### src/rtl/ted_pkg.sv
// ----------------------------------------------------------------------------
// TSP edge distance package
// Field widths, metric codes and the tag that rides along the pipeline.
// ----------------------------------------------------------------------------
package ted_pkg;

  localparam int FIELD_W           = 24;
  localparam int DIST_W            = 22;
  localparam int METRIC_W          = 4;
  localparam int COORD_WIDTH_DEF   = 24;
  localparam int FRACTION_BITS_DEF = 4;

  typedef logic signed [FIELD_W-1:0] coord_t;
  typedef logic [DIST_W-1:0]         dist_t;
  typedef logic [METRIC_W-1:0]       metric_t;

  localparam metric_t METRIC_ATT     = 4'd0;
  localparam metric_t METRIC_CEIL2D  = 4'd1;
  localparam metric_t METRIC_CEIL3D  = 4'd2;
  localparam metric_t METRIC_EUC2D   = 4'd3;
  localparam metric_t METRIC_EUC3D   = 4'd4;
  localparam metric_t METRIC_FLOOR2D = 4'd5;
  localparam metric_t METRIC_FLOOR3D = 4'd6;
  localparam metric_t METRIC_MAN2D   = 4'd7;
  localparam metric_t METRIC_MAN3D   = 4'd8;
  localparam metric_t METRIC_MAX2D   = 4'd9;
  localparam metric_t METRIC_MAX3D   = 4'd10;
  localparam metric_t METRIC_RESET   = METRIC_EUC2D;

  // metric plus the result of the metrics that need no square root
  typedef struct packed {
    metric_t metric;
    dist_t   alt;
  } tag_t;

  function automatic logic is_3d(metric_t m);
    logic r;
    unique case (m) inside
      METRIC_CEIL3D, METRIC_EUC3D, METRIC_FLOOR3D, METRIC_MAN3D, METRIC_MAX3D: r = 1'b1;
      default: r = 1'b0;
    endcase
    return r;
  endfunction

endpackage

### src/rtl/ted_cell.sv
// ----------------------------------------------------------------------------
// Square root cell
// One restoring square root step: settles one root bit and hands the
// partial remainder, partial root and tag to the next cell.
// ----------------------------------------------------------------------------
module ted_cell #(
  parameter int  COORD_WIDTH = ted_pkg::COORD_WIDTH_DEF,
  parameter int  BIT_POS     = 0,
  localparam int V_W         = 2 * COORD_WIDTH + 5,
  localparam int R_W         = COORD_WIDTH + 3
) (
  input  logic          clk,
  input  logic          rst_n,
  input  logic          up_valid,
  output logic          up_ready,
  input  logic [V_W-1:0] up_rem,
  input  logic [R_W-1:0] up_root,
  input  ted_pkg::tag_t up_tag,
  output logic          dn_valid,
  input  logic          dn_ready,
  output logic [V_W-1:0] dn_rem,
  output logic [R_W-1:0] dn_root,
  output ted_pkg::tag_t dn_tag
);

  localparam int T_W = V_W + 1;

  logic           valid_r;
  logic [V_W-1:0] rem_r, rem_nxt;
  logic [R_W-1:0] root_r, root_nxt;
  ted_pkg::tag_t  tag_r;
  logic [T_W-1:0] trial, rem_ext, diff;
  logic           fits;

  // trial = 2 * root * 2^k + 4^k, root holds only bits above k
  always_comb begin
    trial    = (T_W'(up_root) << (BIT_POS + 1)) | (T_W'(1) << (2 * BIT_POS));
    rem_ext  = T_W'(up_rem);
    diff     = rem_ext - trial;
    fits     = (rem_ext >= trial);
    rem_nxt  = fits ? diff[V_W-1:0] : up_rem;
    root_nxt = fits ? (up_root | (R_W'(1) << BIT_POS)) : up_root;
  end

  assign up_ready = !valid_r || dn_ready;

  always_ff @(posedge clk) begin
    if (!rst_n) begin
      valid_r <= 1'b0;
    end else if (up_ready) begin
      valid_r <= up_valid;
    end
  end

  always_ff @(posedge clk) begin
    if (up_ready && up_valid) begin
      rem_r  <= rem_nxt;
      root_r <= root_nxt;
      tag_r  <= up_tag;
    end
  end

  assign dn_valid = valid_r;
  assign dn_rem   = rem_r;
  assign dn_root  = root_r;
  assign dn_tag   = tag_r;

endmodule

### config.mk
export PLATFORM = sky130hd
export DESIGN_NAME = ted_cell
export DESIGN_NICKNAME = d
export VERILOG_FILES = /design/src/rtl/ted_pkg.sv /design/src/rtl/ted_cell.sv
export SDC_FILE = /design/constraint.sdc
export NUM_CORES = 1
export LEC_CHECK = 0
export BUFFER_PORTS_ARGS = -buffer_cell sky130_fd_sc_hd__buf_2
export CAP_MARGIN = 5
export CORE_ASPECT_RATIO = 2
export CORE_MARGIN = 1
export CORE_UTILIZATION = 46
export CTS_BUF_LIST = sky130_fd_sc_hd__clkbuf_2
export CTS_CLUSTER_DIAMETER = 40
export DETAILED_ROUTE_END_ITERATION = 8
export PLACE_DENSITY_LB_ADDON = 0.05
export SLEW_MARGIN = 20
export SYNTH_ARGS = -nofsm -noshare
export SYNTH_HDL_FRONTEND = slang
export SYNTH_SLANG_ARGS = --single-unit
export TNS_END_PERCENT = 10
### constraint.sdc
create_clock -name clk -period 3.3 [get_ports clk]
set_clock_uncertainty 0.1 [all_clocks]
set_input_delay 0.495 -clock clk [delete_from_list [all_inputs] [get_ports clk]]
set_output_delay 0.495 -clock clk [all_outputs]
set_load 0.05 [all_outputs]
== Word level (Yosys, flattened, before mapping) ==
Cells that the tools add are included.

* Flip-flop bits (word level): 107
* Input bits: 110
* Output and inout bits: 108
* Word-level logic and storage cells: 12

* $add $sub $neg: 1
* $lt $le $gt $ge: 1
* Muxes and demuxes: 1
* Reduce and logical (&&, ||, !) cells: 3

{| class="wikitable"
|+ Operators with widths
! cell !! count
|-
| $ge 53x28->1 || 1
|-
| $mux 53 || 1
|-
| $sub 53x28->53 || 1
|-
| $logic_and 1x1->1 || 1
|-
| $logic_not 1->1 || 1
|-
| $logic_or 1x1->1 || 1
|}

== Logic depth before layout (Yosys ltp) ==
* Word-level depth: 3
* Mapped depth: 13
* Mapped depth without buffers: 11

== Least setup slack after synthesis ==
Ideal clock, no wire load.

* Kind: flip-flop to flip-flop
* Start point: register valid_r (netlist: dn_valid)
* End point: register rem_r[0] (netlist: dn_rem[0]), enable pin
* Setup time: 0.477 ns
* Arrival time: 3.492 ns
* Data required time: 2.723 ns
* Setup slack: -0.768 ns
* Cell stages (with the launch flop): 3
* Buffers on the path: 0
* Clock period less this slack: 4.068 ns
* Path through: dfxtp_1 nand2b_1 and2_1

* Word-level cells in the longest chain between the ends: 3

{| class="wikitable"
|+ RTL lines
! item !! RTL line !! RTL
|-
| start, declared || ted_cell.sv:28 || <nowiki>logic valid_r;</nowiki>
|-
| start signal, assigned || ted_cell.sv:51 || <nowiki>valid_r <= up_valid;</nowiki>
|-
| $logic_not 1->1 || ted_cell.sv:45 || <nowiki>assign up_ready = !valid_r || dn_ready;</nowiki>
|-
| $logic_or 1x1->1 || ted_cell.sv:45 ||
|-
| net up_ready || ted_cell.sv:15 || <nowiki>output logic up_ready,</nowiki>
|-
| $logic_and 1x1->1 || ted_cell.sv:56 || <nowiki>if (up_ready && up_valid) begin</nowiki>
|-
| end signal, assigned || ted_cell.sv:57 || <nowiki>rem_r <= rem_nxt;</nowiki>
|-
| end, declared || ted_cell.sv:29 || <nowiki>logic [V_W-1:0] rem_r, rem_nxt;</nowiki>
|}

The timed path passes the listed nets, and every way through them passes these cells.
A chain may end at the register's enable or synchronous reset.

== Worst setup path in the final report ==
* Start point: input port up_root[24]
* End point: register rem_r[49] (netlist: dn_rem[49]), data pin

* Word-level cells in the longest chain between the ends: 2
* Elaborated cells on any way between the ends: 3
* Classes of those cells: add/sub: 1; order compare: 1; mux: 1

{| class="wikitable"
|+ RTL lines
! item !! RTL line !! RTL
|-
| start, declared || ted_cell.sv:17 || <nowiki>input logic [R_W-1:0] up_root,</nowiki>
|-
| $sub 53x28->53 or $ge 53x28->1 (tied branches) || ted_cell.sv:39, ted_cell.sv:40 ||
|-
| $mux 53 * || ted_cell.sv:41 || <nowiki>rem_nxt = fits ? diff[V_W-1:0] : up_rem;</nowiki>
|-
| net rem_nxt[49] || ted_cell.sv:29 ||
|}

Mark *: on every way through the listed nets, which the timed path passes. The rest lies on a longest branch.

==> metrics.md <==
| Metric | Value |
|---|---|
| Status | `finished clean` |
| Sequential Area | `3200 µm²` |
| Pre-CTS setup slack | `-131 ps` |
| Worst skew pair latency | `600 ps` |
| Peak VDD IR | `0.299 mV` |
| Critical Path RT | `3630 ps` |
| Routed len/inst | `16.9 µm` |
| Startpoint types | `input port` |
| CTS Sinks | `107` |
| Top FF cell, synth | `edfxtp_1` |
| Synthesized Nets | `656` |
| Final hold viol count | `0` |
| Number of remaining DRC errors | `0` |
| Cell taking the most area after synthesis | `edfxtp_1` |
| Clk slew on worst S/H paths | `340 ps` |
| Synth Cell Area | `5820 µm²` |
| Post-Syn Instances | `517` |
| Die area | `13100 µm²` |
| DIE HEIGHT | `161 µm` |
| Reg2reg end | `dn_rem[49]` |
| NumNets Final | `980` |
| FFs w/ async S/R, synth | `0` |
| Final WL | `16.8 mm` |
| GPL Wtd Cong | `0.962` |
| FF-to-FF Start | `dn_valid` |
| # setup viols final | `0` |
| Post-synth top area share | `0.547` |
| Vias per Instance | `5.36` |
| Vias | `5332` |
| ANT nets after route | `0` |
| Area Overhead vs Synth | `40.1%` |
| Setup ws final | `53.7 ps` |
| CP Class | `input port to flip-flop` |
| Synth unique cells | `55` |
| Total track usage | `0.261` |
| Fin crit share | `0.984` |
| Vias in the first global route | `5521` |
| Synth warn | `0` |
| Total power | `0.00342 W` |
| Hold Crit Class | `input port to flip-flop` |
| EDFF count, synth | `106` |
| Fill cell count | `1036` |
| # rows | `57` |
| Syn avg cell area | `11.3 µm²` |
| Drt pass-1 iters | `6` |
| CTS Root Cell | `clkbuf_2` |
| Ports | `218` |
| RSZ-0062 raised after global routing | `true` |
| Core area | `12300 µm²` |
| Fin. max-slew vios | `0` |
| CTS tree | `done` |
| Pin count of the biggest net entering global routing | `59` |
| Die width | `81.5 µm` |
| Worst-Margin Slew | `467 ps` |
| Pwr/cell area | `419 nW/µm²` |
| Reg2reg path depth | `3` |
| Max_cap viols | `0` |
| Rel. slew slack | `0.685` |
| Hpwl dp | `13.0 mm` |
| Clock buffer depth | `2` |
| Top cells by count, synth | `edfxtp_1 (106), nand2_1 (50), o21ai_0 (45)` |
| Initial antenna violation count | `1` |
| Element type at the critical path end | `flip-flop` |
| GRT overflow | `0` |
| Register area share after synthesis | `0.550` |
| First-pass GRT wire length | `25.5 mm` |
| Post-CTS setup buffers | `0` |
| Yosys reg bits | `107` |
| Area of the multi-input gates | `2420 µm²` |
| Cell with the most instances after synthesis | `edfxtp_1` |
| Minimum clock period | `3250 ps` |
| I/O Buffers | `217` |
| Top cells by area, synth | `edfxtp_1 (55%), ha_1 (6.0%), xnor2_1 (4.4%)` |
| Crit path DAT | `3580 ps` |
| H-tree depth | `3` |
| Layout cells sized above 1 | `0.358` |
| Crit path from | `up_root[24]` |
| Reg2reg setup slack | `1600 ps` |
| Initial Util | `0.475` |
| Fmax | `308 MHz` |
| Worst Path Max Fanout | `4` |
| DRT iter0 DRCs | `239` |
| Cts bufs inserted | `9` |
| Leakage | `3.53 nW` |
| CP Capture Point | `dn_rem[49]` |
-- placed cells by master, fill, tap and decap left out, types with 3 or more instances in the layout --
master,count
clkbuf_2,9
nor3_1,14
xnor2_1,29
nor2b_1,6
nand2b_1,4
nor2_1,17
nand2_1,50
xor2_1,21
dlygate4sd3_1,56
a211oi_1,3
nand4_1,13
o21a_1,3
buf_4,56
nand3_1,6
mux2_2,3
or2_2,4
o211ai_1,5
nor4_1,5
or3_1,5
ha_1,28
o21ai_0,45
a21oi_1,36
nand4b_1,5
nor3b_1,3
edfxtp_1,106
inv_1,36
buf_2,217
a21o_1,17
a31oi_1,3
-- flip-flops by register name (all words and copies together), names as in the netlist --
register,cells
dn_valid,1
dn_root,27
dn_rem,53
dn_tag,26
-- cell families (layout without fill, tap and decap cells) --
logic type                 after synthesis  in the layout  synth area share
AOI/OAI and AO/OA                      129            129             0.137
xor gates and xnor gates                50             50            0.0752
adders and majority gates               29             29            0.0636
buffers and inverters                   53            382            0.0361
DFF                                    107            107             0.550
muxes                                    3              3           0.00580
other                                    0              1                 0
and+or+nand+nor                        146            146             0.132
-- timing repair --
action | 4_1_cts | 5_1_grt
hold buffers | 55 | 1
gates resized for setup | 0 | 2
hold endpoints to repair | 54 | 1
endpoints found under the setup margin | 0 | 8
-- worst min path at each step --
stage / from / end / depth (start not counted)
floorplan: up_root[10] / dn_root[10] / 0
global placement: dn_valid / dn_valid / 2
detailed placement: dn_valid / dn_valid / 2
CTS: up_rem[20] / dn_rem[20] / 3
global route: up_rem[47] / dn_rem[47] / 2
finish: up_rem[3] / dn_rem[3] / 3
-- where the power goes --
part	switching, W	total [W]	internal, W
Clock	0.000491	0.000618	0.000127
Sequential	0.0000236	0.00166	0.00163
Combinational	0.000758	0.00114	0.000387
Total	0.00127	0.00342	0.00215
-- area by class of cell --
cell class / count / area share
Inverter: 36 / 0.0166
Tap cell: 147 / 0.0226
Timing Repair Buffer: 330 / 0.256
Clock buffer: 9 / 0.00552
Sequential cell: 107 / 0.393
Multi-Input combinational cell: 357 / 0.297
Antenna cell: 1 / 0.000307
Clock inverter: 7 / 0.00967
-- critical path, stage by stage --
cell	delay, ps
dlygate4sd3_1	530
buf_2	120
inv_1	40
ha_1	330
and4b_1	260
nor3b_1	230
buf_4	160
nand3_1	70
o22a_1	200
and2_4	170
or4_4	440
a2111oi_4	300
xor2_1	230
-- metrics by stage --
step	hold slack (ps)	cell area, µm²	util	instances	setup TNS, ps
final	51.7	8150	0.665	994	0
after global routing	6.98	8150	0.665	994	-86.5
after CTS	0.136	8130	0.663	992	0
after detailed placement	452	7460	0.608	921	-135
after global placement	407	7460	0.608	921	-135
after floorplan	494	5820	-	517	0
-- metal layers --
layer / wire [µm] / track usage
met4: 994 / 0.166
met1: 5250 / 0.220
met2: 9790 / 0.522
met3: 743 / 0.0367
met5: 0 / 0
No activity file was read; power rests on OpenSTA's default activity.
