[config.mk]
export PLATFORM = sky130hd
export DESIGN_NAME = ted_prep
export DESIGN_NICKNAME = d
export VERILOG_FILES = /design/src/rtl/ted_pkg.sv /design/src/rtl/ted_prep.sv
export SDC_FILE = /design/constraint.sdc
export NUM_CORES = 2
export LEC_CHECK = 0
export BUFFER_PORTS_ARGS = -buffer_cell sky130_fd_sc_hd__buf_2
export CAP_MARGIN = 20
export CORE_ASPECT_RATIO = 0.8
export CORE_MARGIN = 3
export CORE_UTILIZATION = 55
export CTS_CLUSTER_SIZE = 25
export DETAILED_ROUTE_END_ITERATION = 10
export PLACE_DENSITY_LB_ADDON = 0.25
export SLEW_MARGIN = 20
export SYNTH_ARGS = -nofsm -noshare
export SYNTH_HDL_FRONTEND = slang
export SYNTH_SLANG_ARGS = --single-unit
export TNS_END_PERCENT = 30
[constraint.sdc]
create_clock -name clk -period 19.56 [get_ports clk]
set_input_delay 1.956 -clock clk [delete_from_list [all_inputs] [get_ports clk]]
set_output_delay 1.956 -clock clk [all_outputs]
set_load 0.03 [all_outputs]
[src/rtl/ted_pkg.sv]
// ----------------------------------------------------------------------------
// TSP edge distance package
// Field widths, metric codes and the tag that rides along the pipeline.
// ----------------------------------------------------------------------------
package ted_pkg;

  localparam int FIELD_W           = 24;
  localparam int DIST_W            = 22;
  localparam int METRIC_W          = 4;
  localparam int COORD_WIDTH_DEF   = 24;
  localparam int FRACTION_BITS_DEF = 4;

  typedef logic signed [FIELD_W-1:0] coord_t;
  typedef logic [DIST_W-1:0]         dist_t;
  typedef logic [METRIC_W-1:0]       metric_t;

  localparam metric_t METRIC_ATT     = 4'd0;
  localparam metric_t METRIC_CEIL2D  = 4'd1;
  localparam metric_t METRIC_CEIL3D  = 4'd2;
  localparam metric_t METRIC_EUC2D   = 4'd3;
  localparam metric_t METRIC_EUC3D   = 4'd4;
  localparam metric_t METRIC_FLOOR2D = 4'd5;
  localparam metric_t METRIC_FLOOR3D = 4'd6;
  localparam metric_t METRIC_MAN2D   = 4'd7;
  localparam metric_t METRIC_MAN3D   = 4'd8;
  localparam metric_t METRIC_MAX2D   = 4'd9;
  localparam metric_t METRIC_MAX3D   = 4'd10;
  localparam metric_t METRIC_RESET   = METRIC_EUC2D;

  // metric plus the result of the metrics that need no square root
  typedef struct packed {
    metric_t metric;
    dist_t   alt;
  } tag_t;

  function automatic logic is_3d(metric_t m);
    logic r;
    unique case (m) inside
      METRIC_CEIL3D, METRIC_EUC3D, METRIC_FLOOR3D, METRIC_MAN3D, METRIC_MAX3D: r = 1'b1;
      default: r = 1'b0;
    endcase
    return r;
  endfunction

endpackage

[src/rtl/ted_prep.sv]
// ----------------------------------------------------------------------------
// Distance front end
// Absolute differences, squares, sum of squares and the scaled radicand;
// Manhattan and Chebyshev results are finished here and ride in the tag.
// ----------------------------------------------------------------------------
module ted_prep #(
  parameter int  COORD_WIDTH   = ted_pkg::COORD_WIDTH_DEF,
  parameter int  FRACTION_BITS = ted_pkg::FRACTION_BITS_DEF,
  localparam int V_W           = 2 * COORD_WIDTH + 5
) (
  input  logic             clk,
  input  logic             rst_n,
  input  ted_pkg::metric_t metric,
  input  logic             in_valid,
  output logic             in_ready,
  input  ted_pkg::coord_t  ax,
  input  ted_pkg::coord_t  ay,
  input  ted_pkg::coord_t  az,
  input  ted_pkg::coord_t  bx,
  input  ted_pkg::coord_t  by,
  input  ted_pkg::coord_t  bz,
  output logic             dn_valid,
  input  logic             dn_ready,
  output logic [V_W-1:0]   dn_v,
  output ted_pkg::tag_t    dn_tag
);

  localparam int CW   = COORD_WIDTH;
  localparam int SW   = 2 * CW;
  localparam int SUMW = 2 * CW + 2;
  localparam int AW   = CW + 2;
  localparam int RW1  = CW + 1;
  localparam int HALF = (1 << FRACTION_BITS) >> 1;

  function automatic logic [CW-1:0] abs_diff(ted_pkg::coord_t a, ted_pkg::coord_t b);
    logic signed [CW:0] d;
    d = $signed({a[CW-1], a[CW-1:0]}) - $signed({b[CW-1], b[CW-1:0]});
    return d[CW] ? CW'(-d) : CW'(d);
  endfunction

  logic             f1_valid_r, f2_valid_r, f3_valid_r, f4_valid_r;
  logic             f1_rdy, f2_rdy, f3_rdy, f4_rdy;
  ted_pkg::metric_t f1_metric_r, f2_metric_r, f3_metric_r;
  logic [CW-1:0]    f1_dx_r, f1_dy_r, f1_dz_r;
  logic [SW-1:0]    f2_sx_r, f2_sy_r, f2_sz_r;
  ted_pkg::dist_t   f2_alt_r, f3_alt_r, alt_nxt;
  logic [SUMW-1:0]  f3_s_r;
  logic [V_W-1:0]   f4_v_r, v_nxt;
  ted_pkg::tag_t    f4_tag_r;
  logic [AW-1:0]    man;
  logic [RW1-1:0]   rx, ry, rz, mx;

  assign f4_rdy   = !f4_valid_r || dn_ready;
  assign f3_rdy   = !f3_valid_r || f4_rdy;
  assign f2_rdy   = !f2_valid_r || f3_rdy;
  assign f1_rdy   = !f1_valid_r || f2_rdy;
  assign in_ready = f1_rdy;

  always_comb begin
    man = (AW'(f1_dx_r) + AW'(f1_dy_r) + AW'(f1_dz_r) + AW'(HALF)) >> FRACTION_BITS;
    rx  = (RW1'(f1_dx_r) + RW1'(HALF)) >> FRACTION_BITS;
    ry  = (RW1'(f1_dy_r) + RW1'(HALF)) >> FRACTION_BITS;
    rz  = (RW1'(f1_dz_r) + RW1'(HALF)) >> FRACTION_BITS;
    mx  = (ry > rx) ? ry : rx;
    mx  = (rz > mx) ? rz : mx;
    unique case (f1_metric_r) inside
      ted_pkg::METRIC_MAN2D, ted_pkg::METRIC_MAN3D: alt_nxt = ted_pkg::DIST_W'(man);
      ted_pkg::METRIC_MAX2D, ted_pkg::METRIC_MAX3D: alt_nxt = ted_pkg::DIST_W'(mx);
      default:                                      alt_nxt = '0;
    endcase
  end

  always_comb begin
    unique case (f3_metric_r) inside
      ted_pkg::METRIC_ATT: v_nxt = (V_W'(f3_s_r) << 3) + (V_W'(f3_s_r) << 1);
      ted_pkg::METRIC_EUC2D, ted_pkg::METRIC_EUC3D: v_nxt = V_W'(f3_s_r) << 2;
      default: v_nxt = V_W'(f3_s_r);
    endcase
  end

  always_ff @(posedge clk) begin
    if (!rst_n) begin
      f1_valid_r <= 1'b0;
      f2_valid_r <= 1'b0;
      f3_valid_r <= 1'b0;
      f4_valid_r <= 1'b0;
    end else begin
      if (f1_rdy) f1_valid_r <= in_valid;
      if (f2_rdy) f2_valid_r <= f1_valid_r;
      if (f3_rdy) f3_valid_r <= f2_valid_r;
      if (f4_rdy) f4_valid_r <= f3_valid_r;
    end
  end

  always_ff @(posedge clk) begin
    if (f1_rdy && in_valid) begin
      f1_metric_r <= metric;
      f1_dx_r     <= abs_diff(ax, bx);
      f1_dy_r     <= abs_diff(ay, by);
      f1_dz_r     <= ted_pkg::is_3d(metric) ? abs_diff(az, bz) : '0;
    end
    if (f2_rdy && f1_valid_r) begin
      f2_metric_r <= f1_metric_r;
      f2_sx_r     <= SW'(f1_dx_r) * SW'(f1_dx_r);
      f2_sy_r     <= SW'(f1_dy_r) * SW'(f1_dy_r);
      f2_sz_r     <= SW'(f1_dz_r) * SW'(f1_dz_r);
      f2_alt_r    <= alt_nxt;
    end
    if (f3_rdy && f2_valid_r) begin
      f3_metric_r <= f2_metric_r;
      f3_s_r      <= SUMW'(f2_sx_r) + SUMW'(f2_sy_r) + SUMW'(f2_sz_r);
      f3_alt_r    <= f2_alt_r;
    end
    if (f4_rdy && f3_valid_r) begin
      f4_v_r          <= v_nxt;
      f4_tag_r.metric <= f3_metric_r;
      f4_tag_r.alt    <= f3_alt_r;
    end
  end

  assign dn_valid = f4_valid_r;
  assign dn_v     = f4_v_r;
  assign dn_tag   = f4_tag_r;

endmodule

**Yosys cells after proc, flatten, opt, wreduce, memory -nomap -nowiden**

Index checks and enable logic that the tools add are counted.

- Add/sub/neg operators: 15
- $mul: 3
- Div/mod/pow operators: 0
- $lt $le $gt $ge: 2
- Eq/ne operators: 11
- Shift-type cells: 0
- Muxes and demuxes: 9
- Bitwise logic cells: 0
- Reduce and logical (&&, ||, !) cells: 17

Operators with widths:

| operator | number |
|---|---|
| $mul 24x24->48 | 3 |
| $pmux 53 s2 | 1 |
| $add 24x4->25 const B | 3 |
| $sub 24x24->25 | 3 |
| $mux 24 | 3 |
| $neg 24->24 | 3 |
| $add 53x51->53 | 1 |
| $add 49x48->50 | 1 |
| $add 48x48->49 | 1 |
| $pmux 22 s2 | 1 |
| $gt 21x21->1 | 2 |
| $mux 21 | 2 |
| $add 25x24->26 | 1 |
| $add 26x4->26 const B | 1 |
| $add 24x24->25 | 1 |
| $eq 4x4->1 const B | 5 |
| $eq 4x3->1 const B | 4 |
| $eq 4x2->1 const B | 2 |
| $reduce_or 2->1 | 3 |
| $reduce_or 5->1 | 1 |
| $logic_and 1x1->1 | 4 |
| $logic_not 1->1 | 4 |
| $logic_not 4->1 | 1 |
| $logic_or 1x1->1 | 4 |
| $mux 1 | 2 |

- Register bits after elaboration: 405
- Bits in latches: 0
- RAM bits: 0
- Memory bits (read-only): 0
- Input bits: 152
- Output and inout port bits: 81
- Word-level logic and storage cells: 76
- Memories: 0

**Depth between registers and ports, before layout**

- Depth after elaboration: 7
- Depth in mapped cells: 35
- Depth with buffers taken out: 30

**Worst setup path before layout**

No wires, ideal clock.

- Path type: input port to flip-flop
- Start: input dn_ready
- End: register f2_alt_r[0] (enable)
- Library setup time: 948 ps
- Data arrival time: 14289 ps
- Slack: 4323 ps
- Cell stages on the path: 3
- Path through: nor2b_1 and2_0 a21boi_0

- Cells in the longest elaborated chain, start to end: 4

Ends and longest elaborated chain:

| item | RTL line | text |
|---|---|---|
| from (decl) | ted_prep.sv:23 | `input logic dn_ready,` |
| $logic_or 1x1->1 | ted_prep.sv:53 | `assign f4_rdy = !f4_valid_r \|\| dn_ready;` |
| $logic_or 1x1->1 | ted_prep.sv:54 | `assign f3_rdy = !f3_valid_r \|\| f4_rdy;` |
| $logic_or 1x1->1 | ted_prep.sv:55 | `assign f2_rdy = !f2_valid_r \|\| f3_rdy;` |
| $logic_and 1x1->1 | ted_prep.sv:102 | `if (f2_rdy && f1_valid_r) begin` |
| to (signal assigned) | ted_prep.sv:107 | `f2_alt_r <= alt_nxt;` |
| to (decl) | ted_prep.sv:46 | `ted_pkg::dist_t f2_alt_r, f3_alt_r, alt_nxt;` |

No other way between the ends.
A chain may end at the register's enable or synchronous reset.

**Final worst setup path**

- Start: register f1_dz_r[0]
- End: register f2_sz_r[46], data pin

- Cells in the longest elaborated chain, start to end: 1

Ends and longest elaborated chain:

| item | RTL line | text |
|---|---|---|
| from (decl) | ted_prep.sv:44 | `logic [CW-1:0] f1_dx_r, f1_dy_r, f1_dz_r;` |
| from (signal assigned) | ted_prep.sv:100 | `f1_dz_r <= ted_pkg::is_3d(metric) ? abs_diff(az, bz) : '0;` |
| $mul 24x24->48 | ted_prep.sv:106 | `f2_sz_r <= SW'(f1_dz_r) * SW'(f1_dz_r);` |
| to (signal assigned) | ted_prep.sv:106 |  |
| to (decl) | ted_prep.sv:45 | `logic [SW-1:0] f2_sx_r, f2_sy_r, f2_sz_r;` |

No other way between the ends.

==> impl_metrics.json <==
{
  "dpl_cell_area_um2": 80330,
  "clkTransAtPathRegs_ns": 0.09,
  "synth_edf_count": 398,
  "numCtsBuffers": 46,
  "htree_num_levels": 2,
  "num-nets-final": 10480,
  "finalHoldViolCount": 0,
  "cts_setup_buffers": 0,
  "status": "completed",
  "die_w_um": 424.5,
  "core_region_area_um2": 138800,
  "cts_root_buf": "clkbuf_16",
  "grt_overflow": 0,
  "core.rowCount": 122,
  "end_kind": "register",
  "start_util_pct": 55.54,
  "routed_via_density": 5.555,
  "drive_above_1_share_pct": 5.357,
  "post-route-util_pct": 59.02,
  "setup_tns_ns": 0,
  "crit_path_max_incr_delay_ns": 1.12,
  "final_cell_area_um2": 81890,
  "synthMuxAreaShare_pct": 0.5812,
  "synth_cell_types": 95,
  "synthFlopType": "edfxtp_1",
  "antenna_found_initial": 9,
  "critPathKind": "reg2reg",
  "rsz0062_at_grt": "no",
  "routabilityCongestion": 0.9675,
  "critPathTopFamily": "adder cells",
  "crit_fanout": 26,
  "synth-seq-area-share_pct": 15.61,
  "required_ns": 19.96,
  "grt_util_all_layers_pct": 28.89,
  "drc": 0,
  "period_needed_ns": 8.460,
  "insertion_delay_ns": 0.68,
  "wl_per_cell_um": 20.35,
  "period_share_pct": 43.25,
  "ys_ff_latch": 402,
  "startpoint_type": "register",
  "grt_max_degree": 164,
  "async_reset_ff_share_pct": 0,
  "die_y_um": 340.8,
  "reg2reg_depth": 27,
  "synth-xor-area-share_pct": 4.887,
  "critical_path_depth": 27,
  "maxCapViolations": 0,
  "numClockSinks": 402,
  "syn_avg_cell_area_um2": 9.534,
  "relSlewSlack_pct": 22.52,
  "synth_top_family_by_area": "adder cells",
  "crit-reg2reg-launch": "f1_dz_r[0]",
  "num_vias": 56080,
  "fin_skew_ns": 0.05195,
  "grt_pass1_vias": 58470,
  "hp-class": "reg2reg",
  "r2r_end": "f2_sz_r[46]",
  "ctsHoldBuffers": 0,
  "postCtsResizedCells": 0,
  "finalMaxSlewViolations": 0,
  "clock_path_buffers": 3,
  "fmax_mhz": 118.2,
  "whs_endpoint": "dn_tag[2]",
  "synth_compound_area_share_pct": 9.837,
  "synthCells": 8083,
  "syn_to_final_growth_pct": 6.262,
  "drt-pass1-iter-count": 7,
  "finalSetupViolations": 0,
  "yosysWarnings": 0,
  "ant_nets": 0,
  "cts_tree": "done",
  "slowest_stage": "edfxtp_1",
  "synth_fa_ha_area_share_pct": 47.70,
  "grt_pass1_wl_um": 326000,
  "rrSetupSlack_ns": 11.10,
  "synthSimpleGateAreaFrac_pct": 10.60,
  "worst_pin_slew_ns": 1.162,
  "ios": 233,
  "cp_num_buf_inv": 7,
  "critPathArrivalTime_ns": 8.86,
  "syn-cell-area_um2": 77070,
  "min_path_cells": 0,
  "wl_um": 205400,
  "io_buffer_count": 232,
  "hp-start": "f3_alt_r[2]",
  "die-area_um2": 144700,
  "hpwlAfterDp_um": 166300,
  "first_iter_violations": 4469
}
[registers in the layout (all words and copies together), names as in the netlist, 24 cells and up]
name / flops
f1_dz_r: 24
f2_sx_r: 47
f3_s_r: 50
f2_sz_r: 47
dn_v: 53
f2_sy_r: 47
f1_dx_r: 24
dn_tag: 26
f1_dy_r: 24
[worst max path at each step]
stage                              to       start  slack (ns)
after global placement    f2_sz_r[46]  f1_dz_r[0]       11.39
after CTS                 f2_sz_r[46]  f1_dz_r[0]       11.20
after detailed placement  f2_sz_r[46]  f1_dz_r[0]       11.21
final                     f2_sz_r[46]  f1_dz_r[0]       11.10
after global routing      f2_sz_r[44]  f1_dz_r[0]       10.75
after floorplan           f2_alt_r[0]    dn_ready        4.32
[cells by family after synthesis]
| family | count (synthesis) |
|---|---|
| fa+ha+maj | 2131 |
| other cells | 1 |
| buf+inv | 2210 |
| simple gates | 1693 |
| xor+xnor | 430 |
| mux | 44 |
| flops | 402 |
| compound gates | 1172 |
[metal layers]
layer	part of all wire [%]	global-route usage [%]	vias to the layer above	routed length [µm]
met1	43	41.25	27870	88860
met5	0	0	-	0
li1	-	-	25680	-
met2	44	44.70	2206	90840
met3	9.1	5.807	324	18700
met4	3.4	8.646	0	7038
[cell usage in the layout (no fill, tap or decap), types with 17 or more instances in the layout]
master / n
fa_1: 1345
xor2_1: 152
nand2_1: 687
and2_1: 352
a21o_1: 214
a211oi_1: 34
xnor2_1: 278
clkbuf_16: 46
inv_1: 1953
nand4_1: 47
nand3_1: 79
buf_2: 232
and3_1: 27
buf_4: 86
o21ai_0: 204
o211ai_1: 17
nor3_1: 61
o21bai_1: 41
nor2b_1: 56
a21oi_1: 330
edfxtp_1: 398
o31ai_1: 17
a31oi_1: 31
ha_1: 786
nor2_1: 256
o21a_1: 45
a22oi_1: 50
nand2b_1: 35
mux2i_1: 38
o21ai_1: 32
[cell usage after synthesis, types with 204 or more instances]
| cell | number | area (µm²) |
|---|---|---|
| and2_1 | 352 | 2202 |
| xnor2_1 | 278 | 2435 |
| a21o_1 | 214 | 1607 |
| a21oi_1 | 330 | 1652 |
| inv_1 | 1953 | 7331 |
| clkbuf_1 | 242 | 908.4 |
| nand2_1 | 687 | 2579 |
| fa_1 | 1345 | 26930 |
| ha_1 | 786 | 9834 |
| o21ai_0 | 204 | 1021 |
| edfxtp_1 | 398 | 11950 |
| nor2_1 | 258 | 968.4 |
[stage by stage]
stage               setup WS, ns  hold WS (ns)  instances
floorplan                  4.323        0.4003       8085
global placement           11.39        0.4002      10010
detailed placement         11.21        0.4066      10010
CTS                        11.20        0.4041      10090
global route               10.75        0.4098      10090
finish                     11.10        0.3980      10100
[final cells by class]
type | instances | area (µm²)
Fill cell | 11810 | 56860
Inverter | 1954 | 7335
Sequential cell | 402 | 12030
Timing Repair Buffer | 320 | 1847
Antenna cell | 3 | 7.507
Clock buffer | 55 | 1185
Multi-Input combinational cell | 5473 | 56820
Tap cell | 1860 | 2327
Clock inverter | 28 | 340.3
Power is left out: the tool's default activity adds up to more than one toggle a clock period on the data nets, which glitch-free logic cannot reach.
