## src/rtl/ted_pkg.sv

```systemverilog
// ----------------------------------------------------------------------------
// TSP edge distance package
// Field widths, metric codes and the tag that rides along the pipeline.
// ----------------------------------------------------------------------------
package ted_pkg;

  localparam int FIELD_W           = 24;
  localparam int DIST_W            = 22;
  localparam int METRIC_W          = 4;
  localparam int COORD_WIDTH_DEF   = 24;
  localparam int FRACTION_BITS_DEF = 4;

  typedef logic signed [FIELD_W-1:0] coord_t;
  typedef logic [DIST_W-1:0]         dist_t;
  typedef logic [METRIC_W-1:0]       metric_t;

  localparam metric_t METRIC_ATT     = 4'd0;
  localparam metric_t METRIC_CEIL2D  = 4'd1;
  localparam metric_t METRIC_CEIL3D  = 4'd2;
  localparam metric_t METRIC_EUC2D   = 4'd3;
  localparam metric_t METRIC_EUC3D   = 4'd4;
  localparam metric_t METRIC_FLOOR2D = 4'd5;
  localparam metric_t METRIC_FLOOR3D = 4'd6;
  localparam metric_t METRIC_MAN2D   = 4'd7;
  localparam metric_t METRIC_MAN3D   = 4'd8;
  localparam metric_t METRIC_MAX2D   = 4'd9;
  localparam metric_t METRIC_MAX3D   = 4'd10;
  localparam metric_t METRIC_RESET   = METRIC_EUC2D;

  // metric plus the result of the metrics that need no square root
  typedef struct packed {
    metric_t metric;
    dist_t   alt;
  } tag_t;

  function automatic logic is_3d(metric_t m);
    logic r;
    unique case (m) inside
      METRIC_CEIL3D, METRIC_EUC3D, METRIC_FLOOR3D, METRIC_MAN3D, METRIC_MAX3D: r = 1'b1;
      default: r = 1'b0;
    endcase
    return r;
  endfunction

endpackage

```

## src/rtl/ted_post.sv

```systemverilog
// ----------------------------------------------------------------------------
// Distance back end
// Turns the integer root and its exactness into the rounded weight of the
// selected metric; ATT divides by ten through a reciprocal multiply.
// ----------------------------------------------------------------------------
module ted_post #(
  parameter int  COORD_WIDTH   = ted_pkg::COORD_WIDTH_DEF,
  parameter int  FRACTION_BITS = ted_pkg::FRACTION_BITS_DEF,
  localparam int V_W           = 2 * COORD_WIDTH + 5,
  localparam int R_W           = COORD_WIDTH + 3
) (
  input  logic           clk,
  input  logic           rst_n,
  input  logic           up_valid,
  output logic           up_ready,
  input  logic [V_W-1:0] up_rem,
  input  logic [R_W-1:0] up_root,
  input  ted_pkg::tag_t  up_tag,
  output logic           dn_valid,
  input  logic           dn_ready,
  output ted_pkg::dist_t dn_distance
);

  localparam int U_W = R_W - FRACTION_BITS;
  localparam int SH  = U_W + 4;
  localparam int M_W = U_W + 1;
  localparam int P_W = U_W + M_W;
  localparam logic [M_W-1:0] RECIP   = M_W'(((64'd1 << SH) + 64'd9) / 64'd10);
  localparam logic [R_W-1:0] LO_MASK = R_W'((64'd1 << FRACTION_BITS) - 64'd1);

  logic           p1_valid_r, p2_valid_r;
  logic           p1_rdy, p2_rdy;
  ted_pkg::tag_t  p1_tag_r;
  logic [U_W-1:0] p1_u_r, u_c, q, q10;
  logic           p1_lo_r, p1_exact_r;
  logic [P_W-1:0] p1_prod_r;
  logic [U_W:0]   euc;
  ted_pkg::dist_t dist_r, dist_nxt;
  logic           att_div;

  assign u_c = U_W'(up_root >> FRACTION_BITS);

  always_comb begin
    q        = U_W'(p1_prod_r >> SH);
    q10      = (q << 3) + (q << 1);
    att_div  = (q10 == p1_u_r) && !p1_lo_r && p1_exact_r;
    euc      = ((U_W + 1)'(p1_u_r) + (U_W + 1)'(1)) >> 1;
    unique case (p1_tag_r.metric) inside
      ted_pkg::METRIC_ATT:
        dist_nxt = att_div ? ted_pkg::DIST_W'(q) : ted_pkg::DIST_W'(q + U_W'(1));
      ted_pkg::METRIC_CEIL2D, ted_pkg::METRIC_CEIL3D:
        dist_nxt = ted_pkg::DIST_W'(p1_u_r + U_W'(p1_lo_r || !p1_exact_r));
      ted_pkg::METRIC_EUC2D, ted_pkg::METRIC_EUC3D:
        dist_nxt = ted_pkg::DIST_W'(euc);
      ted_pkg::METRIC_FLOOR2D, ted_pkg::METRIC_FLOOR3D:
        dist_nxt = ted_pkg::DIST_W'(p1_u_r);
      ted_pkg::METRIC_MAN2D, ted_pkg::METRIC_MAN3D,
      ted_pkg::METRIC_MAX2D, ted_pkg::METRIC_MAX3D:
        dist_nxt = p1_tag_r.alt;
      default:
        dist_nxt = '0;
    endcase
  end

  assign p2_rdy   = !p2_valid_r || dn_ready;
  assign p1_rdy   = !p1_valid_r || p2_rdy;
  assign up_ready = p1_rdy;

  always_ff @(posedge clk) begin
    if (!rst_n) begin
      p1_valid_r <= 1'b0;
      p2_valid_r <= 1'b0;
    end else begin
      if (p1_rdy) p1_valid_r <= up_valid;
      if (p2_rdy) p2_valid_r <= p1_valid_r;
    end
  end

  always_ff @(posedge clk) begin
    if (p1_rdy && up_valid) begin
      p1_tag_r   <= up_tag;
      p1_u_r     <= u_c;
      p1_lo_r    <= (up_root & LO_MASK) != '0;
      p1_exact_r <= (up_rem == '0);
      p1_prod_r  <= P_W'(u_c) * P_W'(RECIP);
    end
    if (p2_rdy && p1_valid_r) begin
      dist_r <= dist_nxt;
    end
  end

  assign dn_valid    = p2_valid_r;
  assign dn_distance = dist_r;

endmodule

```

## config.mk

```make
export PLATFORM = sky130hd
export DESIGN_NAME = ted_post
export DESIGN_NICKNAME = d
export VERILOG_FILES = /design/src/rtl/ted_pkg.sv /design/src/rtl/ted_post.sv
export SDC_FILE = /design/constraint.sdc
export NUM_CORES = 1
export LEC_CHECK = 0
export ABC_CLOCK_PERIOD_IN_PS = 9150
export BUFFER_PORTS_ARGS = -buffer_cell sky130_fd_sc_hd__buf_2
export CAP_MARGIN = 20
export CORE_ASPECT_RATIO = 0.8
export CORE_MARGIN = 2
export CORE_UTILIZATION = 40
export DETAILED_ROUTE_END_ITERATION = 12
export SYNTH_ARGS = -nofsm -noshare
export SYNTH_HDL_FRONTEND = slang
export SYNTH_SLANG_ARGS = --single-unit
```

## constraint.sdc

```tcl
create_clock -name clk -period 9.15 [get_ports clk]
set_input_delay 0.915 -clock clk [delete_from_list [all_inputs] [get_ports clk]]
set_output_delay 0.915 -clock clk [all_outputs]
set_load 0.01 [all_outputs]
```

## Word level (Yosys, flattened, before mapping)

Cells that the tools add are included.

- Word-level logic and storage cells: 45
- Bits of input ports: 110
- Output and inout port bits: 24
- Register bits after elaboration: 122

- Multiplexer cells: 2
- Reductions and logical operators: 18
- Multiply operators: 1
- Add/subtract/negate cells: 4
- Equality and inequality tests: 11

Operators with widths:

| operator | count |
|---|---|
| one-hot mux 22 bit (5 select lines) | 1 |
| zero test 53 bit | 1 |
| multiplier 23 x 24 -> 47 bit, second input constant | 1 |
| nonzero test 27 bit | 1 |
| adder 23 x 1 -> 23 bit, second input constant | 1 |
| adder 23 x 21 -> 23 bit | 1 |
| == test 23 bit | 1 |
| adder 22 x 1 -> 22 bit | 1 |
| adder 20 x 1 -> 21 bit, second input constant | 1 |
| 2-to-1 mux 21 bit | 1 |
| == test 4 x 3 -> 1 bit, second input constant | 4 |
| == test 4 bit, second input constant | 3 |
| == test 4 x 2 -> 1 bit, second input constant | 2 |
| OR reduction 2 bit | 3 |
| == test 4 x 1 -> 1 bit, second input constant | 1 |
| logical AND 1 bit | 4 |
| zero test 1 bit | 4 |
| zero test 4 bit | 1 |
| OR reduction 4 bit | 1 |
| logical OR 1 bit | 3 |

## Longest topological paths before layout

Gate-level depths: netlist of the first run.

- Depth in word-level cells: 6
- Depth in mapped cells: 25
- Mapped depth without buffers: 25

## Least setup slack after synthesis of the first run

No wires, ideal clock.

- Path type: input -> register
- From: input up_root[10]
- To: register p1_prod_r[45], data pin
- Stages on the path: 23
- Setup time: 0.276 ns
- Path slack: 2.117 ns
- Data arrival time: 6.757 ns
- Data required time: 8.874 ns
- Buffers on the path: 0
- Cells stage by stage: inv_1 > ha_1 > fa_1 > fa_1 > inv_1 > fa_1 > inv_1 > fa_1 > inv_1 > fa_1 > inv_1 > fa_1 > inv_1 > ha_1 > nand3_1 > nor3_1 > nor4bb_1 > nand2b_1 > o211a_1 > a21oi_1 > a21oi_1 > o311ai_0 > o311ai_1

- Word-level cells in the longest chain between the ends: 1

Ends and longest elaborated chain:

| element | line | text |
|---|---|---|
| start: declaration | ted_post.sv:17 | `input logic [R_W-1:0] up_root,` |
| multiplier 23 x 24 -> 47 bit | ted_post.sv:85 | `p1_prod_r <= P_W'(u_c) * P_W'(RECIP);` |
| end signal: assignment | ted_post.sv:85 |  |
| end: declaration | ted_post.sv:36 | `logic [P_W-1:0] p1_prod_r;` |

Every way passes these cells.
A chain may end at the register's enable or synchronous reset.

## Final worst setup path of the first run

- From: input up_root[10]
- To: register p1_prod_r[46], data pin

The elaborated chain is that of the path after synthesis.

==> metrics.md, run 1 <==
| Metric | Value |
|---|---|
| Worst relative slew slack | 33.3% |
| WL per Instance | 18.5 um |
| Max Freq | 133 MHz |
| Crit share post-route | 82.0% |
| Yosys reg bits | 95 |
| First-pass GRT wire length | 57,500 um |
| Crit start category | primary input |
| Die Y | 170 um |
| CP Class | in -> reg |
| Post-route ant nets | 0 |
| Yosys top cell by area | fa_1 |
| Fillcell total | 3,329 |
| Total clock sinks | 95 |
| Pins over their slew limit | 0 |
| Global route overflow | 0 |
| Post-synthesis mux area share | 0.600% |
| Largest family of logic cells by synthesized area | adder cells |
| Worst-skew pair later-pin latency | 370 ps |
| Distinct cells, synth | 71 |
| Max-Cap Viols | 0 |
| Slowest-stage cell, CP | fa_1 |
| Count leader, synth | inv_1 |
| Initial antenna violation count | 0 |
| Maximum clock path buffer count | 2 |
| Post-Syn Instances | 1,410 |
| GPL Wtd Cong | 0.892 |
| Core region area | 33,800 um^2 |
| CP Cell Sequence | buf_2 > inv_1 > ha_1 > fa_1 > fa_1 > inv_1 > fa_1 > inv_1 > fa_1 > inv_1 > fa_1 > inv_1 > fa_1 > inv_1 > ha_1 > nand3_1 > nor3_1 > nor4bb_1 > nand2b_1 > o211a_1 > a21oi_1 > a21oi_1 > o311ai_0 > o211ai_1 |
| Complex-gate fraction of the synthesized area | 11.7% |
| Synth Warn # | 0 |
| Diode count | 0 |
| Initial detailed-routing violation count | 868 |
| Ys async rst share | 0% |
| Die Area | 35,900 um^2 |
| # port buffers | 133 |
| Endpoints failing setup | 0 |
| Commonest cells in the netlist | inv_1 (300), ha_1 (225), fa_1 (144), edfxtp_1 (93), nand2_1 (72) |
| Outcome | finished, final reports clean |
| Buf/Inv on CP | 7 |
| H-tree depth | 3 |
| WP data required | 9240 ps |
| Crit path max fanout | 5 |
| Post-CTS resize count | 0 |
| Post-synth top area share | 21.0% |
| Fraction of synthesized cell area in xor and xnor cells | 5.60% |
| TNS Setup | 0 ps |
| Total wire length | 36,300 um |
| Reg clk slew, reported paths | 70 ps |
| Synth Area in Adders | 41.4% |
| Hold Violations, Final | 0 |
| Main synth FF type | edfxtp_1 |
| Vias in the first global route | 10.5k |
| HPWL after DPL | 31,100 um |
| Delay-heaviest family, CP | adder cells |
| Post-synthesis simple-gate area fraction | 10.7% |
| Total GRT Usage | 20.9% |
| Area of the multi-input gates | 9650 um^2 |
| Sequential fraction of the synthesis area | 20.6% |
| Setup repair bufs after CTS | 0 |
| CP endpoint kind | register |
| Clock skew | 13.1 ps |
| Synthesized area per cell | 9.75 um^2 |
| CTS Hold Buffers Added | 0 |
| Drt drc | 0 |
| Initial DRT Pass Iterations | 8 |
| Sequential Area | 2830 um^2 |
| CTS root buffer | clkbuf_16 |
| CTS Buf Count | 9 |
| Share of cells above drive strength 1 | 11.5% |
| Worst-Margin Slew | 1000 ps |
| Hold Crit Class | reg -> reg |
| Syn Nets | 1,889 |
| EDFF count, synth | 93 |
| CP arrival | 7590 ps |
| Routed via count | 10.5k |
| Final min period | 7500 ps |
| Netlist Area Pre-Place | 13,800 um^2 |
| Layout area overhead | 10.2% |
| Die width | 211 um |
| TritonCTS clock tree | done |
| Rows | 60 |
| Largest net degree at the start of global routing | 72 |
| Fin nets | 2,003 |
| Area contributors post-synth | fa_1 (21%), ha_1 (20%), edfxtp_1 (20%), inv_1 (8.2%), xnor2_1 (3.5%) |
| Initial core utilization | 40.7% |
| Via density | 5.33 |
| I/O pin count | 134 |
| Unrepaired setup endpoints after global routing | no |
| CP max stage delay | 660 ps |
state kept, by name (all words and copies together), names as in the netlist:
register and flops:
p1_exact_r 1, p1_valid_r 1, dn_distance 22, dn_valid 1, p1_u_r 23, p1_tag_r 26, p1_lo_r 1, p1_prod_r 20
layout make-up:
class                           instances  share of cell area [%]
Clock inverter                          7                   0.479
Timing Repair Buffer                  138                    4.64
Tap cell                              434                    3.58
Sequential cell                        95                    18.7
Clock buffer                            9                    1.49
Inverter                              300                    7.43
Multi-Input combinational cell        980                    63.7
cell usage in the layout (no fill, tap or decap), types with 55 or more instances in the layout:
cell type / instances
edfxtp_1: 93
ha_1: 225
nand2_1: 72
inv_1: 300
nor2_1: 56
xnor2_1: 55
buf_2: 133
fa_1: 144
a21oi_1: 58
through the flow:
step           hold slack (ps)  setup WS, ps  std cells  instance area, um^2  util, %
6_report                   525          1650       1963                15200     44.9
5_1_grt                    571          1250       1963                15200     44.9
4_1_cts                    526          1680       1963                15200     44.9
3_5_place_dp               505          1260       1947                14900     44.0
3_3_place_gp               492          1420       1947                14900     44.0
2_1_floorplan              477          2120       1410                13800        -
kinds of logic after synthesis:
kind of cell               count (synthesis)
AOI/OAI and AO/OA                        224
xor gates and xnor gates                  88
adders and majority gates                369
buffers and inverters                    335
DFF                                       95
muxes                                      8
and+or+nand+nor                          291
final timing paths:
kind                                start                   endpoint  slack (ps)  cells past startpoint
setup / recovery              up_root[10]    p1_prod_r[46]$_DFFE_PP_        1650                     24
hold / removal    p1_valid_r$_SDFFE_PN0N_      dn_valid$_SDFFE_PN0P_         520                      1
setup reg to reg  p1_prod_r[27]$_DFFE_PP_  dn_distance[10]$_DFFE_PP_        4660                     11
hold reg to reg   p1_valid_r$_SDFFE_PN0N_      dn_valid$_SDFFE_PN0P_         520                      1
metal layers:
layer | wire, um | track usage [%] | vias to the layer above
met1 | 17700 | 30.5 | 5056
li1 | - | - | 5075
met5 | 0 | 0 | -
met3 | 2060 | 3.34 | 22
met4 | 499 | 4.41 | 0
met2 | 16100 | 32.8 | 302
Power of run 1 is left out: the tool's default activity adds up to more than one toggle a clock period on the data nets, which glitch-free logic cannot reach.
==> run 2: changes to the inputs <==
--- a/config.mk
+++ b/config.mk
@@ -5,7 +5,8 @@
 export SDC_FILE = /design/constraint.sdc
 export NUM_CORES = 1
 export LEC_CHECK = 0
-export ABC_CLOCK_PERIOD_IN_PS = 9150
+export ABC_AREA = 1
+export ABC_CLOCK_PERIOD_IN_PS = 7400
 export BUFFER_PORTS_ARGS = -buffer_cell sky130_fd_sc_hd__buf_2
 export CAP_MARGIN = 20
 export CORE_ASPECT_RATIO = 0.8
==> constraint.sdc (replaced) <==
create_clock -name clk -period 7.4 [get_ports clk]
set_input_delay 0.74 -clock clk [delete_from_list [all_inputs] [get_ports clk]]
set_output_delay 0.74 -clock clk [all_outputs]
set_load 0.01 [all_outputs]
==> run 2 against run 1 <==
Sequential cell count unchanged; hold slack worse by 24 ps; die area increased by 9.5%; global-route usage increased by 4.4 points; synthesized cell count grew 36%; core utilization down 0.16 points; worst setup slack worse by 760 ps; cell count up 29%; design area grew 9.5%; critical path depth decreased by 1; register-to-register slack worse by 1200 ps; highest routed layer unchanged.
==> metrics.md, run 2 <==
| Metric | Value |
|---|---|
| CTS Hold Buffers Added | 0 |
| Crit start category | primary input |
| Diode count | 0 |
| Via density | 5.14 |
| Outcome | finished, final reports clean |
| Initial core utilization | 40.7% |
| CTS Buf Count | 9 |
| Total wire length | 48,900 um |
| Post-CTS resize count | 0 |
| Initial detailed-routing violation count | 1,193 |
| Reg with most FFs | p1_tag_r |
| Syn Nets | 2,391 |
| Die Y | 178 um |
| WL per Instance | 19.3 um |
| # port buffers | 133 |
| Share of cells above drive strength 1 | 9.20% |
| R2R cell count | 10 |
| Max-Cap Viols | 0 |
| Sequential fraction of the synthesis area | 18.8% |
| Distinct cells, synth | 51 |
| Reg2Reg Setup Slack | 3500 ps |
| Commonest non-fill, non-tap cell in the layout | inv_1 |
| Cell count after placement | 2,515 |
| Clock skew | 13.7 ps |
| GPL Wtd Cong | 0.997 |
| Initial DRT Pass Iterations | 8 |
| Final min period | 6510 ps |
| WP data required | 7540 ps |
| Endpoints failing setup | 0 |
| Commonest cells in the netlist | inv_1 (468), nand2_1 (352), ha_1 (225), fa_1 (144), nor2_1 (136) |
| Worst min-delay path startpoint | p1_valid_r$_SDFFE_PN0N_ |
| Synth Warn # | 0 |
| Reg clk slew, reported paths | 80 ps |
| Core region area | 37,100 um^2 |
| HPWL after DPL | 42,700 um |
| Final WS setup | 891 ps |
| Yosys reg bits | 95 |
| Netlist Area Pre-Place | 15,100 um^2 |
| Main synth FF type | edfxtp_1 |
| Post-Syn Instances | 1,912 |
| Ys async rst share | 0% |
| Pins over their slew limit | 0 |
| Worst reg2reg path endpoint | dn_distance[11]$_DFFE_PP_ |
| Yosys top cell by area | fa_1 |
| Rows | 63 |
| EDFF count, synth | 93 |
| Crit share post-route | 88.0% |
| CTS root buffer | clkbuf_16 |
| Global route overflow | 0 |
| Max Freq | 154 MHz |
| Unrepaired setup endpoints after global routing | no |
| TNS Setup | 0 ps |
| Fin nets | 2,518 |
| Die width | 221 um |
| Initial antenna violation count | 1 |
| Hold Violations, Final | 0 |
| Count leader, synth | inv_1 |
| Most frequent cells in the layout | inv_1 (467), nand2_1 (352), ha_1 (225), fa_1 (144), nor2_1 (136) |
| Layout area overhead | 9.96% |
| CP endpoint kind | register |
| Crit. Startpoint | up_root[10] |
| Hold endpoint | dn_valid$_SDFFE_PN0P_ |
| Synthesized area per cell | 7.89 um^2 |
| Hold Crit Class | reg -> reg |
| Hold WS | 501 ps |
| Crit path max fanout | 5 |
| Cell Count, Final, Fillers Out | 2,530 |
| Pre-CTS setup slack | 473 ps |
| H-tree depth | 3 |
| Total GRT Usage | 25.3% |
| Setup repair bufs after CTS | 0 |
| Area contributors post-synth | fa_1 (19%), ha_1 (19%), edfxtp_1 (19%), inv_1 (12%), nand2_1 (8.8%) |
| CP Class | in -> reg |
| CP arrival | 6650 ps |
| Worst-skew pair later-pin latency | 380 ps |
| Worst hold path depth | 2 |
| Maximum clock path buffer count | 2 |
| Vias in the first global route | 12.9k |
| Post-synth top area share | 19.1% |
| Largest net degree at the start of global routing | 53 |
| Drt drc | 0 |
| Routed via count | 13.0k |
| Max reg flops | 26 |
| Critical R2R Launch | p1_u_r[1]$_DFFE_PP_ |
| Post-route ant nets | 0 |
| Worst-Margin Slew | 1200 ps |
| I/O pin count | 134 |
| TritonCTS clock tree | done |
| Die Area | 39,300 um^2 |
| Worst relative slew slack | 17.9% |
| Total clock sinks | 95 |
| First-pass GRT wire length | 74,600 um |
run 2: cell families (layout without fill, tap and decap cells):
group | after synthesis | after routing | share of synthesized area, %
compound gates | 199 | 199 | 7.79
xor+xnor | 54 | 54 | 3.13
fa+ha+maj | 369 | 369 | 37.8
buf+inv | 495 | 626 | 12.6
flops | 95 | 95 | 18.8
simple gates | 700 | 700 | 20.0
run 2: final cells by class:
cell class / instances / area, um^2
clock buffers: 10 / 229
clock inverters: 5 / 58.8
fillers: 3777 / 20500
inverters: 471 / 1770
multi-input cells: 1322 / 10400
flip-flops and latches: 95 / 2830
well taps: 487 / 609
repair buffers: 140 / 718
run 2: worst max path at each step:
| stage | slack (ps) | end | cells after the start |
|---|---|---|---|
| final | 890 | p1_prod_r[40]$_DFFE_PP_ | 23 |
| after global routing | 500 | p1_prod_r[40]$_DFFE_PP_ | 23 |
| after CTS | 890 | p1_prod_r[40]$_DFFE_PP_ | 23 |
| after detailed placement | 470 | p1_prod_r[40]$_DFFE_PP_ | 23 |
| after global placement | 560 | p1_prod_r[40]$_DFFE_PP_ | 23 |
| after floorplan | 1150 | p1_prod_r[40]$_DFFE_PP_ | 22 |
run 2: critical path, cell delays in order:
cell     delay, ps
buf_2          140
inv_1           60
ha_1           350
fa_1           520
fa_1           600
inv_1          100
fa_1           520
inv_1           80
fa_1           530
inv_1           50
fa_1           530
inv_1           50
fa_1           530
inv_1           40
ha_1           320
nand2_1        100
nor2_1         150
inv_1           70
nor4_1         250
a21oi_1        160
o21ai_0        430
a21oi_1        150
xnor2_1        160
run 2: metal layers:
metal  wire, um  up-vias  GRT usage (%)
met1      24400     6121           37.9
met2      19000      469           35.4
met4       1090        0           6.85
met5          0        -              0
li1           -     6359              -
met3       4410       48           6.99
run 2: stage by stage:
step                utilization (%)  area (um^2)
finish                         44.7        16600
global route                   44.7        16600
CTS                            44.7        16600
detailed placement             43.9        16300
global placement               43.9        16300
floorplan                         -        15100
Power of run 2 is left out for the same reason.
==> run 3: changes to the inputs <==
--- a/config.mk
+++ b/config.mk
@@ -13,6 +13,7 @@
 export CORE_MARGIN = 2
 export CORE_UTILIZATION = 40
 export DETAILED_ROUTE_END_ITERATION = 12
+export RECOVER_POWER = 25
 export SYNTH_ARGS = -nofsm -noshare
 export SYNTH_HDL_FRONTEND = slang
 export SYNTH_SLANG_ARGS = --single-unit
==> constraint.sdc (replaced) <==
create_clock -name clk -period 7.4 [get_ports clk]
set_input_delay 1.48 -clock clk [delete_from_list [all_inputs] [get_ports clk]]
set_output_delay 1.48 -clock clk [all_outputs]
set_load 0.01 [all_outputs]
==> run 3 against run 2 <==
Critical path depth increased by 2; clock-buffer cell count up 2; sequential share of layout area shrank 0.34 points; register-to-register slack better by 60 ps; non-clock buffer count grew 57; critical endpoint is now p1_prod_r[41]$_DFFE_PP_; largest cell class unchanged; highest routed layer unchanged.
==> metrics.md, run 3 (same netlist as run 2, synthesis figures left out) <==
| Metric | Value |
|---|---|
| WP data required | 7500 ps |
| Clock skew | 8.85 ps |
| Crit path max fanout | 3 |
| Initial antenna violation count | 0 |
| # port buffers | 133 |
| Largest net degree at the start of global routing | 72 |
| H-tree depth | 3 |
| CP arrival | 7210 ps |
| WL per Instance | 18.7 um |
| Endpoints failing setup | 0 |
| Worst-Margin Slew | 1230 ps |
| Maximum clock path buffer count | 2 |
| CP endpoint kind | register |
| Slowest-stage cell, CP | fa_1 |
| CTS Buf Count | 9 |
| Pins over their slew limit | 0 |
| GPL Wtd Cong | 0.973 |
| Max-Cap Viols | 0 |
| Worst relative slew slack | 18.2% |
| Share of cells above drive strength 1 | 10.7% |
| Crit share post-route | 96.0% |
| Final min period | 7110 ps |
| Fillcell total | 3,753 |
| Reg clk slew, reported paths | 60 ps |
| Vias in the first global route | 13.0k |
| Routed via count | 13.2k |
| Max reg flops | 26 |
| Reg with most FFs | p1_tag_r |
| Total wire length | 48,300 um |
| First-pass GRT wire length | 74,100 um |
| Core region area | 37,100 um^2 |
| Max Freq | 141 MHz |
| CP max stage delay | 550 ps |
| Most frequent cells in the layout | inv_1 (467), nand2_1 (352), ha_1 (225), fa_1 (144), nor2_1 (136) |
| Worst-skew pair later-pin latency | 360 ps |
| Hold Crit Class | reg -> reg |
| Crit start category | primary input |
| CTS root buffer | clkbuf_16 |
| Die Y | 178 um |
| I/O pin count | 134 |
| Initial detailed-routing violation count | 1,178 |
| Total GRT Usage | 24.9% |
| Initial DRT Pass Iterations | 5 |
| Outcome | finished, final reports clean |
| CP Class | in -> reg |
| Buf/Inv on CP | 9 |
| Delay-heaviest family, CP | adder cells |
| Cell count after placement | 2,571 |
| Cell Count, Final, Fillers Out | 2,586 |
| Post-route ant nets | 0 |
| TritonCTS clock tree | done |
| Die width | 221 um |
| Fin nets | 2,575 |
| HPWL after DPL | 42,300 um |
| Drt drc | 0 |
| Diode count | 0 |
| Most used cell, CP | inv_1 |
| Layout area overhead | 12.2% |
| Die Area | 39,300 um^2 |
| Rows | 63 |
| Commonest non-fill, non-tap cell in the layout | inv_1 |
| Via density | 5.11 |
| Hold Violations, Final | 0 |
| Initial core utilization | 40.7% |
| Total clock sinks | 95 |
| Reg2Reg Setup Slack | 3560 ps |
| CTS Hold Buffers Added | 0 |
| Global route overflow | 0 |
==> run 3: cell types whose count changed in the layout (fill, tap and decap cells not counted), moves of 2 or more <==
cell | previous run | this run
clkbuf_1 | 1 | 25
clkinvlp_4 | 2 | 0
buf_4 | 7 | 49
buf_2 | 133 | 126
==> run 3: worst reg2reg max path, delay by kind of cell, from the launching register on <==
| family | cells | cell delay (ps) |
|---|---|---|
| AND/OR/NAND/NOR | 6 | 1970 |
| AO/OA/AOI/OAI | 2 | 810 |
| flip-flops | 1 | 610 |
| buffers and inverters | 1 | 140 |
==> run 3: area by class of cell <==
| class | count | area, um^2 | share of cell area, % |
|---|---|---|---|
| clock buffers | 12 | 236 | 1.40 |
| clock inverters | 2 | 10.0 | 0.0591 |
| inverters | 471 | 1770 | 10.4 |
| multi-input cells | 1322 | 10400 | 61.4 |
| flip-flops and latches | 95 | 2830 | 16.7 |
| well taps | 487 | 609 | 3.60 |
| repair buffers | 197 | 1080 | 6.38 |
==> run 3: through the flow <==
step	util (%)	area, um^2	worst slack (ps)	hold slack (ps)	setup TNS (ps)
2_1_floorplan	-	15100	407	447	0
5_1_grt	45.6	16900	-28.3	530	-28.3
4_1_cts	45.7	17000	124	492	0
3_5_place_dp	45.1	16700	-248	485	-775
3_3_place_gp	45.1	16700	-168	476	-342
6_report	45.6	16900	293	490	0
==> run 3: worst paths after layout <==
kind                           startpoint                        end  cells after the start
setup / recovery              up_root[25]    p1_prod_r[41]$_DFFE_PP_                     25
hold / removal    p1_valid_r$_SDFFE_PN0N_      dn_valid$_SDFFE_PN0P_                      2
setup reg to reg      p1_u_r[6]$_DFFE_PP_  dn_distance[13]$_DFFE_PP_                      9
hold reg to reg   p1_valid_r$_SDFFE_PN0N_      dn_valid$_SDFFE_PN0P_                      2
==> run 3: per-layer routing <==
metal,share of wire (%),track usage (%)
met5,0,0
met1,50,37.8
met3,8.5,6.36
met2,39,35.4
met4,1.7,5.01
==> run 3: repair_timing <==
item | CTS | global route
hold endpoints to repair | 0 | 0
buffers inserted | 0 | 1
gates resized for setup | 0 | 5
setup endpoints to repair | 0 | 5
Power of run 3 is left out for the same reason.
